--- src/hdl/fst_pkg.sv ---
package fst_pkg;

  // Action codes carried by an input word.
  localparam logic [2:0] ACT_HDR_START = 3'd0;
  localparam logic [2:0] ACT_HDR_DONE  = 3'd1;
  localparam logic [2:0] ACT_FRAME     = 3'd2;
  localparam logic [2:0] ACT_SYNC      = 3'd3;
  localparam logic [2:0] ACT_STOP      = 3'd4;

  // Configuration register indexes.
  localparam int unsigned CFG_IDX_W = 2;
  localparam logic [CFG_IDX_W-1:0] CFG_MAX_FRAMES = 2'd0;
  localparam logic [CFG_IDX_W-1:0] CFG_MAX_ERRS   = 2'd1;
  localparam int unsigned CFG_DATA_W = 16;

  // Configuration reset values.
  localparam logic [15:0] MAX_FRAMES_RST = 16'd63;
  localparam logic [4:0]  MAX_ERRS_RST   = 5'd3;

  // Expected sync pattern.
  localparam logic [23:0] SYNC_PATTERN = 24'h552D16;

  typedef struct packed {
    logic [2:0]  action;
    logic [23:0] sync_word;
  } fst_in_t;

  typedef struct packed {
    logic        receiving;
    logic        signal_lost;
    logic        sync_checked;
    logic        sync_ok;
    logic [5:0]  next_slot;
    logic [31:0] frame_number;
    logic [31:0] missed_syncs;
  } fst_out_t;

  // Word held in the input register, with the bit error count precomputed.
  typedef struct packed {
    logic       valid;
    logic [2:0] action;
    logic [4:0] err_cnt;
  } fst_stage_t;

  typedef struct packed {
    logic [15:0] max_frames;
    logic [4:0]  max_errs;
  } fst_cfg_t;

  // Number of set bits in one byte.
  function automatic logic [3:0] popcount8(input logic [7:0] v);
    logic [3:0] n;
    n = 4'd0;
    for (int i = 0; i < 8; i++) begin
      n = n + 4'(v[i]);
    end
    return n;
  endfunction

  // Number of bits in which a 24-bit word differs from the sync pattern.
  function automatic logic [4:0] sync_errors(input logic [23:0] w);
    logic [23:0] x;
    x = w ^ SYNC_PATTERN;
    return 5'(popcount8(x[7:0])) + 5'(popcount8(x[15:8])) + 5'(popcount8(x[23:16]));
  endfunction

endpackage

--- src/hdl/fst_stream_if.sv ---
interface fst_stream_if #(
  parameter type T = logic
) ();
  logic valid;
  logic ready;
  T     data;

  modport source(output valid, output data, input ready);
  modport sink(input valid, input data, output ready);
endinterface

--- src/hdl/fst_in_stage.sv ---
module fst_in_stage (
  input  logic                clk_i,
  input  logic                rst_ni,
  fst_stream_if.sink          in_i,
  input  logic                adv_i,
  output fst_pkg::fst_stage_t stage_o
);

  logic       valid_q;
  logic [2:0] action_q;
  logic [4:0] err_cnt_q;
  logic       load;

  // The register takes a new word when empty or when its word moves on.
  assign in_i.ready = !valid_q || adv_i;
  assign load       = in_i.valid && in_i.ready;

  always_ff @(posedge clk_i or negedge rst_ni) begin
    if (!rst_ni) begin
      valid_q <= 1'b0;
    end else if (in_i.ready) begin
      valid_q <= in_i.valid;
    end
  end

  // Payload with the sync mismatch count worked out on the way in.
  always_ff @(posedge clk_i) begin
    if (load) begin
      action_q  <= in_i.data.action;
      err_cnt_q <= fst_pkg::sync_errors(in_i.data.sync_word);
    end
  end

  assign stage_o.valid   = valid_q;
  assign stage_o.action  = action_q;
  assign stage_o.err_cnt = err_cnt_q;

endmodule

--- src/hdl/fst_track.sv ---
module fst_track #(
  parameter int unsigned SYNC_INTERVAL = 21,
  parameter int unsigned RX_SLOTS      = 64
) (
  input  logic                clk_i,
  input  logic                rst_ni,
  input  fst_pkg::fst_stage_t stage_i,
  input  fst_pkg::fst_cfg_t   cfg_i,
  output logic                adv_o,
  fst_stream_if.source        out_o
);

  localparam int unsigned RES_W  = $clog2(SYNC_INTERVAL);
  localparam int unsigned SLOT_W = $clog2(RX_SLOTS);
  localparam logic [RES_W-1:0]  RES_LAST  = RES_W'(SYNC_INTERVAL - 1);
  localparam logic [SLOT_W-1:0] SLOT_LAST = SLOT_W'(RX_SLOTS - 1);
  localparam logic [31:0]       INTERVAL  = 32'(SYNC_INTERVAL);

  // Tracking state. The distance to the last sync is kept directly, together
  // with its residue modulo the sync interval; the frame counter carries its
  // residue modulo the slot count.
  logic [31:0]       fc_q, fc_d;
  logic [SLOT_W-1:0] slot_q, slot_d;
  logic [31:0]       since_q, since_d;
  logic [RES_W-1:0]  res_q, res_d;
  logic [31:0]       missed_q, missed_d;
  logic              rx_q, rx_d;

  logic              out_valid_q;
  fst_pkg::fst_out_t out_q, out_d;

  logic              take;
  logic              lost, checked, ok;
  logic [31:0]       since_inc;
  logic [RES_W-1:0]  res_inc;
  logic [31:0]       fc_inc;
  logic [SLOT_W-1:0] slot_inc;
  logic [7:0]        slot_ext;

  assign adv_o = !out_valid_q || out_o.ready;
  assign take  = stage_i.valid && adv_o;

  // Increments that keep the residues exact across a 32-bit wrap.
  always_comb begin
    since_inc = since_q + 32'd1;
    fc_inc    = fc_q + 32'd1;
    if (since_q == '1 || res_q == RES_LAST) begin
      res_inc = '0;
    end else begin
      res_inc = res_q + RES_W'(1);
    end
    if (fc_q == '1 || slot_q == SLOT_LAST) begin
      slot_inc = '0;
    end else begin
      slot_inc = slot_q + SLOT_W'(1);
    end
  end

  // Event handling.
  always_comb begin
    fc_d     = fc_q;
    slot_d   = slot_q;
    since_d  = since_q;
    res_d    = res_q;
    missed_d = missed_q;
    rx_d     = rx_q;
    lost     = 1'b0;
    checked  = 1'b0;
    ok       = 1'b0;
    case (stage_i.action)
      fst_pkg::ACT_HDR_START: begin
        fc_d     = '0;
        slot_d   = '0;
        since_d  = '0;
        res_d    = '0;
        missed_d = '0;
        rx_d     = 1'b1;
      end
      fst_pkg::ACT_FRAME: begin
        lost    = since_q >= {16'd0, cfg_i.max_frames};
        checked = res_q == '0;
        ok      = checked && (stage_i.err_cnt <= cfg_i.max_errs);
        if (lost) begin
          rx_d = 1'b0;
        end
        if (ok) begin
          // The last sync moves to this frame, one behind the new count.
          since_d = 32'd1;
          res_d   = RES_W'(1);
        end else begin
          since_d = since_inc;
          res_d   = res_inc;
        end
        if (checked && !ok) begin
          missed_d = missed_q + 32'd1;
        end
        fc_d   = fc_inc;
        slot_d = slot_inc;
      end
      fst_pkg::ACT_SYNC: begin
        if (rx_q) begin
          if (since_q > INTERVAL) begin
            since_d = 32'd1;
            res_d   = RES_W'(1);
          end
        end else begin
          rx_d     = 1'b1;
          fc_d     = 32'd1;
          slot_d   = SLOT_W'(1);
          since_d  = 32'd1;
          res_d    = RES_W'(1);
          missed_d = '0;
        end
      end
      fst_pkg::ACT_STOP: begin
        rx_d = 1'b0;
      end
      default: begin
      end
    endcase
  end

  // Result word.
  always_comb begin
    slot_ext           = 8'(slot_d);
    out_d.receiving    = rx_d;
    out_d.signal_lost  = lost;
    out_d.sync_checked = checked;
    out_d.sync_ok      = ok;
    out_d.next_slot    = lost ? 6'd0 : slot_ext[5:0];
    out_d.frame_number = fc_d;
    out_d.missed_syncs = missed_d;
  end

  always_ff @(posedge clk_i or negedge rst_ni) begin
    if (!rst_ni) begin
      fc_q        <= '0;
      slot_q      <= '0;
      since_q     <= '0;
      res_q       <= '0;
      missed_q    <= '0;
      rx_q        <= 1'b0;
      out_valid_q <= 1'b0;
    end else begin
      if (take) begin
        fc_q     <= fc_d;
        slot_q   <= slot_d;
        since_q  <= since_d;
        res_q    <= res_d;
        missed_q <= missed_d;
        rx_q     <= rx_d;
      end
      if (adv_o) begin
        out_valid_q <= stage_i.valid;
      end
    end
  end

  always_ff @(posedge clk_i) begin
    if (take) begin
      out_q <= out_d;
    end
  end

  assign out_o.valid = out_valid_q;
  assign out_o.data  = out_q;

endmodule

--- src/hdl/frame_sync_tracker_core.sv ---
// Channel   Dir  Payload                     Word accepted when
// in_i      in   fst_pkg::fst_in_t           valid && ready
// out_o     out  fst_pkg::fst_out_t          valid && ready
// cfg       in   cfg_idx_i, cfg_data_i       cfg_we_i
//
// Every input word yields one result word, through the input register and then the result register.
// One word is accepted per cycle while the output is not stalled; the input register and result register
// form a two-stage pipeline, with the tracking state updated in the result stage.
// Reset clears the tracking counters and loads the configuration defaults.
// A stalled output holds its word; the pipeline then fills and ready drops.
module frame_sync_tracker_core #(
  parameter int unsigned SYNC_INTERVAL = 21,
  parameter int unsigned RX_SLOTS      = 64
) (
  input  logic                             clk_i,
  input  logic                             rst_ni,
  fst_stream_if.sink                       in_i,
  fst_stream_if.source                     out_o,
  input  logic                             cfg_we_i,
  input  logic [fst_pkg::CFG_IDX_W-1:0]    cfg_idx_i,
  input  logic [fst_pkg::CFG_DATA_W-1:0]   cfg_data_i
);

  fst_pkg::fst_cfg_t   cfg_q;
  fst_pkg::fst_stage_t stage;
  logic                adv;

  // Configuration registers.
  always_ff @(posedge clk_i or negedge rst_ni) begin
    if (!rst_ni) begin
      cfg_q.max_frames <= fst_pkg::MAX_FRAMES_RST;
      cfg_q.max_errs   <= fst_pkg::MAX_ERRS_RST;
    end else if (cfg_we_i) begin
      case (cfg_idx_i)
        fst_pkg::CFG_MAX_FRAMES: cfg_q.max_frames <= cfg_data_i;
        fst_pkg::CFG_MAX_ERRS:   cfg_q.max_errs   <= cfg_data_i[4:0];
        default: begin
        end
      endcase
    end
  end

  fst_in_stage u_in_stage (
    .clk_i   (clk_i),
    .rst_ni  (rst_ni),
    .in_i    (in_i),
    .adv_i   (adv),
    .stage_o (stage)
  );

  fst_track #(
    .SYNC_INTERVAL (SYNC_INTERVAL),
    .RX_SLOTS      (RX_SLOTS)
  ) u_track (
    .clk_i   (clk_i),
    .rst_ni  (rst_ni),
    .stage_i (stage),
    .cfg_i   (cfg_q),
    .adv_o   (adv),
    .out_o   (out_o)
  );

endmodule

--- src/flat_wrapper.sv ---
// flat-port wrapper written by rule: the top's interface ports become plain ports
module frame_sync_tracker_core_flat import fst_pkg::*;
#(
  parameter int unsigned SYNC_INTERVAL = 21,
  parameter int unsigned RX_SLOTS      = 64
)
  (clk_i, rst_ni, cfg_we_i, cfg_idx_i, cfg_data_i, in_i_valid, in_i_data, in_i_ready, out_o_valid, out_o_data, out_o_ready);
  fst_stream_if #(.T(fst_in_t)) in_i_i ();
  fst_stream_if #(.T(fst_out_t)) out_o_i ();
  input  logic clk_i;
  input  logic rst_ni;
  input  logic cfg_we_i;
  input  logic [fst_pkg::CFG_IDX_W-1:0] cfg_idx_i;
  input  logic [fst_pkg::CFG_DATA_W-1:0] cfg_data_i;
  input wire logic [$bits(in_i_i.valid)-1:0] in_i_valid;
  input wire logic [$bits(in_i_i.data)-1:0] in_i_data;
  output wire logic [$bits(in_i_i.ready)-1:0] in_i_ready;
  output wire logic [$bits(out_o_i.valid)-1:0] out_o_valid;
  output wire logic [$bits(out_o_i.data)-1:0] out_o_data;
  input wire logic [$bits(out_o_i.ready)-1:0] out_o_ready;
  assign in_i_i.valid = in_i_valid;
  assign in_i_i.data = in_i_data;
  assign in_i_ready = in_i_i.ready;
  assign out_o_valid = out_o_i.valid;
  assign out_o_data = out_o_i.data;
  assign out_o_i.ready = out_o_ready;
  frame_sync_tracker_core #(.SYNC_INTERVAL(SYNC_INTERVAL), .RX_SLOTS(RX_SLOTS)) u_core (.clk_i(clk_i), .rst_ni(rst_ni), .in_i(in_i_i), .out_o(out_o_i), .cfg_we_i(cfg_we_i), .cfg_idx_i(cfg_idx_i), .cfg_data_i(cfg_data_i));
endmodule
--- config.mk ---
export PLATFORM = sky130hd
export DESIGN_NAME = frame_sync_tracker_core_flat
export DESIGN_NICKNAME = d
export VERILOG_FILES = /design/src/hdl/fst_pkg.sv /design/src/hdl/fst_stream_if.sv /design/src/hdl/fst_in_stage.sv /design/src/hdl/fst_track.sv /design/src/hdl/frame_sync_tracker_core.sv /design/src/flat_wrapper.sv
export SDC_FILE = /design/constraint.sdc
export NUM_CORES = 1
export LEC_CHECK = 0
export ABC_CLOCK_PERIOD_IN_PS = 10450
export BUFFER_PORTS_ARGS = -buffer_cell sky130_fd_sc_hd__buf_4
export CORE_MARGIN = 4
export CORE_UTILIZATION = 40
export CTS_CLUSTER_DIAMETER = 80
export DETAILED_ROUTE_END_ITERATION = 10
export PLACE_DENSITY = 0.54
export SKIP_LAST_GASP = 1
export SLEW_MARGIN = 30
export SYNTH_ARGS = -nofsm -noshare
export SYNTH_HDL_FRONTEND = slang
export SYNTH_SLANG_ARGS = --single-unit
--- constraint.sdc ---
create_clock -name clk_i -period 10.45 [get_ports clk_i]
set_input_delay 1.045 -clock clk_i [delete_from_list [all_inputs] [get_ports clk_i]]
set_output_delay 1.045 -clock clk_i [all_outputs]
set_load 0.03 [all_outputs]
# After elaboration in Yosys (flattened, before gate mapping)
# Index checks and enable logic that the tools add are counted.
totals:
  reg_bits: 213
  inputBits: 50
  elab_cells: 99
classes:
  muxes: 20
  n_eq_ne: 9
  n_reduce_logical: 19
  bitwise_logic: 1
  n_addsub: 28
  order_cmp: 3
op_table:
  columns: ["operator", "n"]
  rows:
  - ["$pmux 32 s3", 3]
  - ["$mux 32", 6]
  - ["$add 32x1->32 const B", 3]
  - ["$eq 32x32->1 const B", 2]
  - ["$add 4x1->4", 12]
  - ["$ge 32x16->1", 1]
  - ["$gt 32x5->1 const B", 1]
  - ["$mux 5", 4]
  - ["$pmux 6 s3", 1]
  - ["$pmux 5 s3", 1]
  - ["$add 3x1->4", 3]
  - ["$mux 6", 2]
  - ["$not 11->11", 1]
  - ["$add 2x1->3", 3]
  - ["$add 1x1->2", 3]
  - ["$add 6x1->6 const B", 1]
  - ["$eq 3x2->1 const B", 2]
  - ["$eq 6x6->1 const B", 1]
  - ["$add 4x4->5", 1]
  - ["$add 5x1->5 const B", 1]
  - ["$add 5x4->5", 1]
  - ["$eq 5x5->1 const B", 1]
  - ["$le 5x5->1", 1]
  - ["$logic_not 5->1", 1]
  - ["14 further kinds", 24]

# Longest topological paths before layout
# Gate-level depths: netlist of run 1.
logic_depth:
  word_depth: 10
  mapped_depth: 15
  mapped_depth_nobuf: 15

# Modules after synthesis
# From an unflattened synthesis of run 1, not the netlist that was laid out.
hier_totals:
  hier_cells: 1277
  area_unflattened_um2: 12374.4
modules_own_cells:
  columns: ["mod", "area_per_inst_um2", "seq_area_each_um2", "n_inst", "cells_each"]
  rows:
  - ["fst_track", 10649.0, 4949.7, 1, 1148]
  - ["fst_in_stage", 912.1, 265.3, 1, 84]
  - ["frame_sync_tracker_core", 813.3, 535.5, 1, 45]

# Worst setup path after synthesis of run 1
# No wires, ideal clock.
synth_path:
  kind: "input to register"
  from: "input port in_i_data[3]"
  to: "register u_core.u_in_stage.err_cnt_q[4] (data pin)"
  arrival_ns: 4.550
  setup_ns: 0.254
  path_stages: 13
  path_slack_ns: 5.646
  required_ns: 10.196
  path_cell_list: "inv_1 fa_1 inv_1 fa_1 inv_1 fa_1 fa_1 fa_1 inv_1 ha_1 fa_1 a21o_1 a21o_1"
synth_between:
  elab_chain_len: 7
synth_rtl:
  columns: ["element", "line_no", "rtl"]
  rows:
  - ["from (decl)", "flat_wrapper.sv:16", "input wire logic [$bits(in_i_i.data)-1:0] in_i_data;"]
  - ["$add 3x1->4", "fst_pkg.sv:55", "n = n + 4'(v[i]);"]
  - ["$add 4x1->4 (4 in a row)", "fst_pkg.sv:55", null]
  - ["$add 4x4->5", "fst_pkg.sv:64", "return 5'(popcount8(x[7:0])) + 5'(popcount8(x[15:8])) + 5'(popcount8(x[23:16]));"]
  - ["$add 5x4->5", "fst_pkg.sv:64", null]
  - ["to (signal assigned)", "fst_in_stage.sv:30", "err_cnt_q <= fst_pkg::sync_errors(in_i.data.sync_word);"]
  - ["to (decl)", "fst_in_stage.sv:11", "logic [4:0] err_cnt_q;"]
# Every way passes these cells.
# A chain may end at the register's enable or synchronous reset.

# Worst setup path after layout of run 1
# Ends and elaborated chain as after synthesis.

==> results of run 1 <==
## stage by stage
stage | hold slack [ns] | util | power, W
2_1_floorplan | 0.4560 | - | 0.001564
3_3_place_gp | 0.4875 | 0.4487 | 0.001750
4_1_cts | 0.5013 | 0.4761 | 0.002635
6_report | 0.5044 | 0.4762 | 0.002595
5_1_grt | 0.5127 | 0.4762 | 0.002764
3_5_place_dp | 0.4936 | 0.4489 | 0.001760
## kinds of logic (layout without fill, tap and decap cells)
kind of cell / Yosys count / in the layout / synth area share
xor+xnor: 4 / 4 / 0.002894
compound gates: 361 / 361 / 0.1969
buf+inv: 150 / 261 / 0.04949
simple gates: 450 / 450 / 0.1916
mux: 22 / 22 / 0.01994
fa+ha+maj: 52 / 52 / 0.06427
flops: 213 / 213 / 0.4749
## layout by cell type, fill, tap and decap left out, types with 9 or more instances in the layout
master     Yosys  final
nand3_1       67     67
or3_1          9      9
o21ai_0       90     90
fa_1          17     17
o311ai_1       9      9
o21ai_1       43     43
o311ai_0       9      9
nand2b_1      11     11
nand2_1      153    152
inv_1         75     74
a31oi_1       53     53
a21oi_1       45     44
nor4_1        19     18
o31ai_1       36     36
nor3_1        13     13
nand4_1       35     35
dfrtp_1      123    123
clkbuf_16      0     27
a211o_1       11     11
ha_1          35     35
and3_1        23     23
mux2_2        17     17
nor2_1        57     57
edfxtp_1      82     82
or4_1         13     13
buf_4          4    136
## area by class of cell
type	count	area (µm²)
flip-flops and latches	213	5751
multi-input cells	889	5778
inverters	75	284.0
clock inverters	19	123.9
fillers	2836	15570
clock buffers	29	683.2
repair buffers	138	1044
well taps	390	488.0
## final timing paths
path	start	end	slack (ns)
min in group asynchronous	rst_ni	u_core.u_track.missed_q[13]$_DFFE_PN0P_	0.57
max in group asynchronous	rst_ni	u_core.u_track.fc_q[27]$_DFFE_PN0P_	8.71
max reg2reg	u_core.cfg_q[1]$_DFFE_PN1P_	u_core.u_track.out_o.data[27]$_DFFE_PP_	6.71
min	u_core.u_track.since_q[26]$_DFFE_PN0P_	u_core.u_track.since_q[26]$_DFFE_PN0P_	0.50
min reg2reg	u_core.u_track.since_q[26]$_DFFE_PN0P_	u_core.u_track.since_q[26]$_DFFE_PN0P_	0.50
max	in_i_data[3]	u_core.u_in_stage.err_cnt_q[4]$_DFFE_PP_	6.00
## cells in the mapped netlist (all sizes together) (3+ instances only)
| library cell | n | area [µm²] |
|---|---|---|
| a41oi | 7 | 61.31 |
| o41ai | 8 | 70.07 |
| a211o | 11 | 96.34 |
| or2 | 3 | 18.77 |
| and4 | 7 | 61.31 |
| a22o | 3 | 26.28 |
| inv | 75 | 281.5 |
| nand2b | 11 | 68.82 |
| a31oi | 53 | 331.6 |
| nand2 | 155 | 591.8 |
| o211ai | 9 | 72.57 |
| o21ai | 133 | 665.6 |
| mux2 | 17 | 191.4 |
| o311ai | 18 | 157.7 |
| dfrtp | 123 | 3078 |
| a211oi | 3 | 40.04 |
| and2 | 9 | 56.30 |
| or3 | 9 | 56.30 |
| nor2 | 59 | 226.5 |
| mux2i | 5 | 50.05 |
| nor4 | 21 | 143.9 |
| fa | 17 | 340.3 |
| clkbuf | 52 | 195.2 |
| buf | 23 | 122.6 |
| nand3 | 68 | 352.8 |
| a2111oi | 3 | 63.81 |
| a21o | 8 | 60.06 |
| edfxtp | 82 | 2462 |
| o211a | 4 | 40.04 |
| nor3 | 15 | 85.08 |
| nor2b | 7 | 43.79 |
| dfstp | 8 | 210.2 |
| nand4 | 37 | 244.0 |
| o31ai | 38 | 304.0 |
| a21oi | 45 | 225.2 |
| or4 | 16 | 131.4 |
| xor2 | 3 | 26.28 |
| and3 | 23 | 143.9 |
| o22ai | 4 | 25.02 |
| ha | 35 | 437.9 |
## layer usage
| metal | up-vias | share of wire |
|---|---|---|
| li1 | 4868 | - |
| met1 | 4798 | 0.47 |
| met2 | 227 | 0.45 |
| met3 | 47 | 0.051 |
| met4 | 0 | 0.023 |
| met5 | - | 0 |
## registers in the layout, indices dropped and copies added (netlist names)
name	cells
u_core.u_track.res_q	5
u_core.u_track.out_o.valid	1
u_core.u_in_stage.err_cnt_q	5
u_core.u_track.missed_q	32
u_core.cfg_q	21
u_core.u_track.rx_q	1
u_core.u_in_stage.action_q	3
u_core.u_track.fc_q	32
u_core.u_track.slot_q	6
u_core.u_track.out_o.data	74
u_core.u_track.since_q	32
u_core.u_in_stage.valid_q	1
## power groups by stage
stage / Sequential [W] / Clock (W) / Combinational, W
after floorplan: 0.00115 / 0 / 0.000412
after global placement: 0.00112 / 0 / 0.000628
after detailed placement: 0.00112 / 0 / 0.000637
after CTS: 0.00111 / 0.000887 / 0.000640
after global routing: 0.00113 / 0.000921 / 0.000715
final: 0.00111 / 0.000858 / 0.000629
==> results.md, run 1 <==
* DR vias/cell at 5.670
* First-pass GRT wire length at 50.66 mm
* Detailed-route wire length per cell at 17.70 µm
* Met1 Resource Use GR at 0.2624
* Clock network fraction of design power at 0.331
* Initial Util at 0.4075
* Placeable Area at 0.02972 mm²
* Slew @ Worst Pin at 0.9538 ns
* Number of buffers inserted by post-CTS setup repair at 0
* Total die area at 0.03312 mm²
* Clock Root Buffer: clkbuf_16
* Setup WS pre-CTS at 5.434 ns
* Delay of the slowest cell on the worst path at 0.52 ns
* Net Count, Synth at 1354
* Clock transition at the registers of the reported paths at 0.06 ns
* TritonCTS clock tree: yes
* Synthesized area divided by synthesized cell count at 9.672 µm²
* Inserted Clock Buffers at 26
* Relative contribution of sequential cells to total power at 0.427
* Number of enable flip-flop cells after synthesis at 82
* Class of the tightest hold or removal check: flop to flop
* Worst vdd rail ir drop at 0.1294 mV
* Dpl cells at 1705
* Critical Path Stages at 14
* Layout cell share with drive strength beyond 1 at 0.1724
* Required time of the worst setup path at 10.73 ns
* Overall fraction of global-route tracks in use at 0.1832
* Final hold violations at 0
* Critical path arrival at 4.73 ns
* Layout area overhead at 16.86%
* Routed via count at 9940
* DP Area at 0.01334 mm²
* Clk Latency, worst-skew pair at 0.54 ns
* Flop and latch count out of synthesis at 213
* # port buffers at 125
* Largest clock skew in the final design at 0.01275 ns
* Synth unique cells at 82
* Number of buffers added to fix hold violations after cts at 0
* Cell type of the slowest stage on the worst timing path: fa_1
* Cell mode on critical path: fa_1
* Post-route ant nets at 0
* Count of antenna diodes in the layout at 0
* Launching element type of the critical path: primary input
* Top-level port count at 126
* Least setup slack across all paths after layout at 5.996 ns
* Fraction of met2 tracks used by global routing at 0.2927
* Final instance count without filler cells at 1753
* Worst reg2reg path depth at 8
* Number of antenna violations at the first check in global routing at 0
* Critical-path cell list: buf_4 -> inv_1 -> fa_1 -> inv_1 -> fa_1 -> inv_1 -> fa_1 -> fa_1 -> fa_1 -> inv_1 -> ha_1 -> fa_1 -> a21o_1 -> a21o_1
* Layer with the highest usage after global routing: met2
* Sequential element share of the synthesized area at 0.4749
* Maximum clock frequency at 224.5 MHz
* Post-synth ARST share at 0.6150
* Die height at 182.0 µm
* Cell type group with the largest total delay on the critical path: adder cells
* RePlAce Congestion at 0.7674
* Critical Path Fanout Max at 2
* Final HPWL DP at 20.34 mm
* First-iteration detailed-routing DRC count at 696
* Status: finished, final reports clean
* Clock Sink Count at 213
* Worst hold path stage count at 1
* Yosys warnings at 0
* Via count of the first global-routing pass at 9428
* Total power divided by cell area at 183.4 mW/mm²
* CP Buf/Inv Count at 5
* Total wire length at 31.03 mm
* Number of instances resized during post-cts repair at 0
* Critical path type: primary input to flop
* Residual overflow from global routing at 0
* Net Sw Frac at 0.3272
* Main synth FF type: dfrtp_1
* Time the worst path needs with I/O delays and setup at 4.454 ns
* Number of design rule violations left after detail routing at 0
* Setup TNS at 0 ns
* CTS Buffer Depth at 3
* Max-Cap Viols at 0
* Synthesized cell area at 0.01211 mm²
* CP endpoint kind: flop
* Share of power burned in combinational logic at 0.242
* Detailed-router iteration count before antenna repair at 5
* Floorplan die width at 182.0 µm
* Largest net degree at the start of global routing at 88
* Std-Cell Rows at 63
* Worst max-slew margin expressed relative to the limit at 0.3603
* Number of setup violations in the final report at 0
* Standby leakage power at 5.895 nW
* CTS H-Tree Depth at 1
* Synthesized netlist cell count at 1252
* Final net count at 1445
* Unrepaired setup endpoints after global routing: no
* Final max-slew violation count at 0
* Cell internal pwr at 0.001746 W
* Grt met3 use at 0.02764
* Final cell area excluding filler cells at 0.01415 mm²
* Final critical-path share of the clock period at 0.4262
* Power spent charging and discharging nets at 0.0008491 W
No activity file was read; power rests on OpenSTA's default activity.
==> run 2: changes to the inputs <==
Settings changed: ABC_CLOCK_PERIOD_IN_PS 10450 to 4100.
Clock period 10.45 ns to 4.1 ns, I/O delays scaled along.
==> results.md, run 2 (synthesized netlist as in run 1, its figures left out) <==
* Top library cells by usage in the layout, fill and taps aside: 152 x nand2_1, 149 x buf_4, 123 x dfrtp_1, 90 x o21ai_0, 82 x edfxtp_1
* Post-route ant nets at 0 (unchanged)
* Max reg flops at 74 (unchanged)
* Worst reg2reg path depth at 8 (unchanged)
* Number of buffers inserted by post-CTS setup repair at 0 (unchanged)
* Std-Cell Rows at 63 (unchanged)
* Number of buffers added to fix hold violations after cts at 1 (+1)
* DR vias/cell at 5.704 (+0.60%)
* Total die area at 0.03312 mm² (unchanged)
* DP Area at 0.01343 mm² (+0.69%)
* Met1 Routed Length at 14.74 mm (+0.14%)
* CP endpoint kind: flop
* Critical Path Fanout Max at 2 (unchanged)
* CTS H-Tree Depth at 1 (unchanged)
* Overall fraction of global-route tracks in use at 0.1886 (+0.005340)
* Layout area overhead at 18.05%
* Standby leakage power at 5.991 nW (+1.6%)
* Maximum clock frequency at 269.7 MHz
* Total power divided by cell area at 467.7 mW/mm² (+160%)
* Time the worst path needs with I/O delays and setup at 3.708 ns
* Residual overflow from global routing at 0 (unchanged)
* Required time of the worst setup path at 4.38 ns (-6.35 ns)
* Hold Startpoint: in_i_data[26]
* Setup slack on the worst flop-to-flop path at 1.02 ns (-5.69 ns)
* Final max-slew violation count at 0 (unchanged)
* Sum of met2 wire segment lengths after detailed routing at 14.61 mm (+4.1%)
* Utilization after layout at 0.4810 (+0.004842)
* Layout cell share with drive strength beyond 1 at 0.1830 (+0.01059)
* Routed via count at 10080 (+1.4%)
* Largest clock skew in the final design at 0.01188 ns (-0.0008697 ns)
* Top-level port count at 126 (unchanged)
* Status: finished, final reports clean
* Number of setup violations in the final report at 0 (unchanged)
* Critical path type: primary input to flop
* Crit Reg-Reg Endpoint: u_core.u_track.out_o.data[26]$_DFFE_PP_
* CTS Buffer Depth at 3 (unchanged)
* Clk Latency, worst-skew pair at 0.53 ns (about the same)
* Min-Delay Endpoint: u_core.u_in_stage.action_q[2]$_DFFE_PP_
* Most common library cell in the layout ignoring fill and taps: nand2_1
* First-iteration detailed-routing DRC count at 800 (+15%)
* Unrepaired setup endpoints after global routing: no
* Detailed-router iteration count before antenna repair at 5 (unchanged)
* Delay of the slowest cell on the worst path at 0.53 ns (about the same)
* Floorplan die width at 182.0 µm (unchanged)
* Setup TNS at 0 ns (unchanged)
* Total wire length at 31.50 mm (+1.5%)
* Number of design rule violations left after detail routing at 0 (unchanged)
* Launching element type of the critical path: primary input
* Final hold violations at 0 (unchanged)
* Worst vdd rail ir drop at 0.2708 mV (+110%)
* Worst max-slew margin expressed relative to the limit at 0.3690 (+0.008698)
* Slew @ Worst Pin at 0.9409 ns (-0.01297 ns)
* Largest net degree at the start of global routing at 84 (-4.5%)
* Max-Cap Viols at 0 (unchanged)
* Cell type of the slowest stage on the worst timing path: fa_1
* Initial Util at 0.4075 (unchanged)
* Met3 wirelength from detailed routing at 1.667 mm (+6.3%)
* Clock transition at the registers of the reported paths at 0.06 ns (about the same)
* Final cell area excluding filler cells at 0.01430 mm² (+1.0%)
* Class of the tightest hold or removal check: primary input to flop
* Final HPWL DP at 21.38 mm (+5.1%)
* Worst hold path stage count at 1 (unchanged)
* TritonCTS clock tree: yes
* Critical-path cell list: buf_4 -> inv_1 -> fa_1 -> inv_1 -> fa_1 -> inv_1 -> fa_1 -> fa_1 -> fa_1 -> inv_1 -> ha_1 -> fa_2 -> a21o_1 -> a21o_1
* Inserted Clock Buffers at 26 (unchanged)
* Clock Root Buffer: clkbuf_16
* Hold_ws at 0.06380 ns (-0.4406 ns)
* Number of instances resized during post-cts repair at 0 (unchanged)
* Cell mode on critical path: fa_1
* Clock Sink Count at 213 (unchanged)
* Topmost layer with routed signal wires: met4
* Via count of the first global-routing pass at 9753 (+3.4%)
* RePlAce Congestion at 0.7786 (+1.5%)
* Die height at 182.0 µm (unchanged)
* Count of antenna diodes in the layout at 0 (unchanged)
* Final net count at 1459 (+0.97%)
* Placeable Area at 0.02972 mm² (unchanged)
* Detailed-route wire length per cell at 17.82 µm (+0.70%)
* First-pass GRT wire length at 52.20 mm (+3.0%)
* Critical path arrival at 3.98 ns (-0.75 ns)
* Number of antenna violations at the first check in global routing at 0 (unchanged)
* # port buffers at 125 (unchanged)
* Final critical-path share of the clock period at 0.9044
* Startpoint of the worst-slack reg-to-reg timing path: u_core.cfg_q[1]$_DFFE_PN1P_
==> run 2: final cells by class <==
| type | instances | area (µm²) |
|---|---|---|
| Clock inverter | 15 | 96.34 |
| Fill cell | 2800 | 15420 |
| Clock buffer | 33 | 728.2 |
| Multi-Input combinational cell | 889 | 5781 |
| Sequential cell | 213 | 5751 |
| Tap cell | 390 | 488.0 |
| Timing Repair Buffer | 152 | 1167 |
| Inverter | 75 | 284.0 |
==> run 2: worst max-delay path by stage <==
stage                            start                                       end  slack [ns]  depth (start not counted)
after floorplan           in_i_data[3]  u_core.u_in_stage.err_cnt_q[4]$_DFFE_PP_       0.002                         13
after global placement    in_i_data[3]  u_core.u_in_stage.err_cnt_q[4]$_DFFE_PP_       -0.14                         14
after detailed placement  in_i_data[3]  u_core.u_in_stage.err_cnt_q[4]$_DFFE_PP_       -0.16                         14
after CTS                 in_i_data[3]  u_core.u_in_stage.err_cnt_q[4]$_DFFE_PP_        0.39                         14
after global routing      in_i_data[3]  u_core.u_in_stage.err_cnt_q[4]$_DFFE_PP_        0.26                         14
final                     in_i_data[3]  u_core.u_in_stage.err_cnt_q[4]$_DFFE_PP_        0.39                         14
==> run 2: report_power, final <==
| group | switching (W) | internal [W] |
|---|---|---|
| Clock | 0.000892 | 0.00131 |
| Sequential | 0.000258 | 0.00257 |
| Combinational | 0.000998 | 0.000659 |
| Total | 0.00215 | 0.00454 |
==> run 2: through the flow <==
stage | total power (W) | setup slack (ns) | cells
3_3_place_gp | 0.004506 | -0.1384 | 1717
3_5_place_dp | 0.004539 | -0.1608 | 1717
6_report | 0.006685 | 0.3920 | 1767
2_1_floorplan | 0.003990 | 0.001839 | 1252
5_1_grt | 0.007120 | 0.2562 | 1767
4_1_cts | 0.006773 | 0.3946 | 1766
==> run 2: critical path, delay by kind of cell <==
kind / cells / cell delay (ns)
buf+inv: 5 / 0.25
fa+ha+maj: 7 / 2.99
compound gates: 2 / 0.33
==> run 2: layer usage <==
| metal | vias up | track usage |
|---|---|---|
| li1 | 4915 | - |
| met1 | 4878 | 0.2671 |
| met2 | 252 | 0.3102 |
| met3 | 34 | 0.03085 |
| met4 | 0 | 0.03392 |
| met5 | - | 0 |
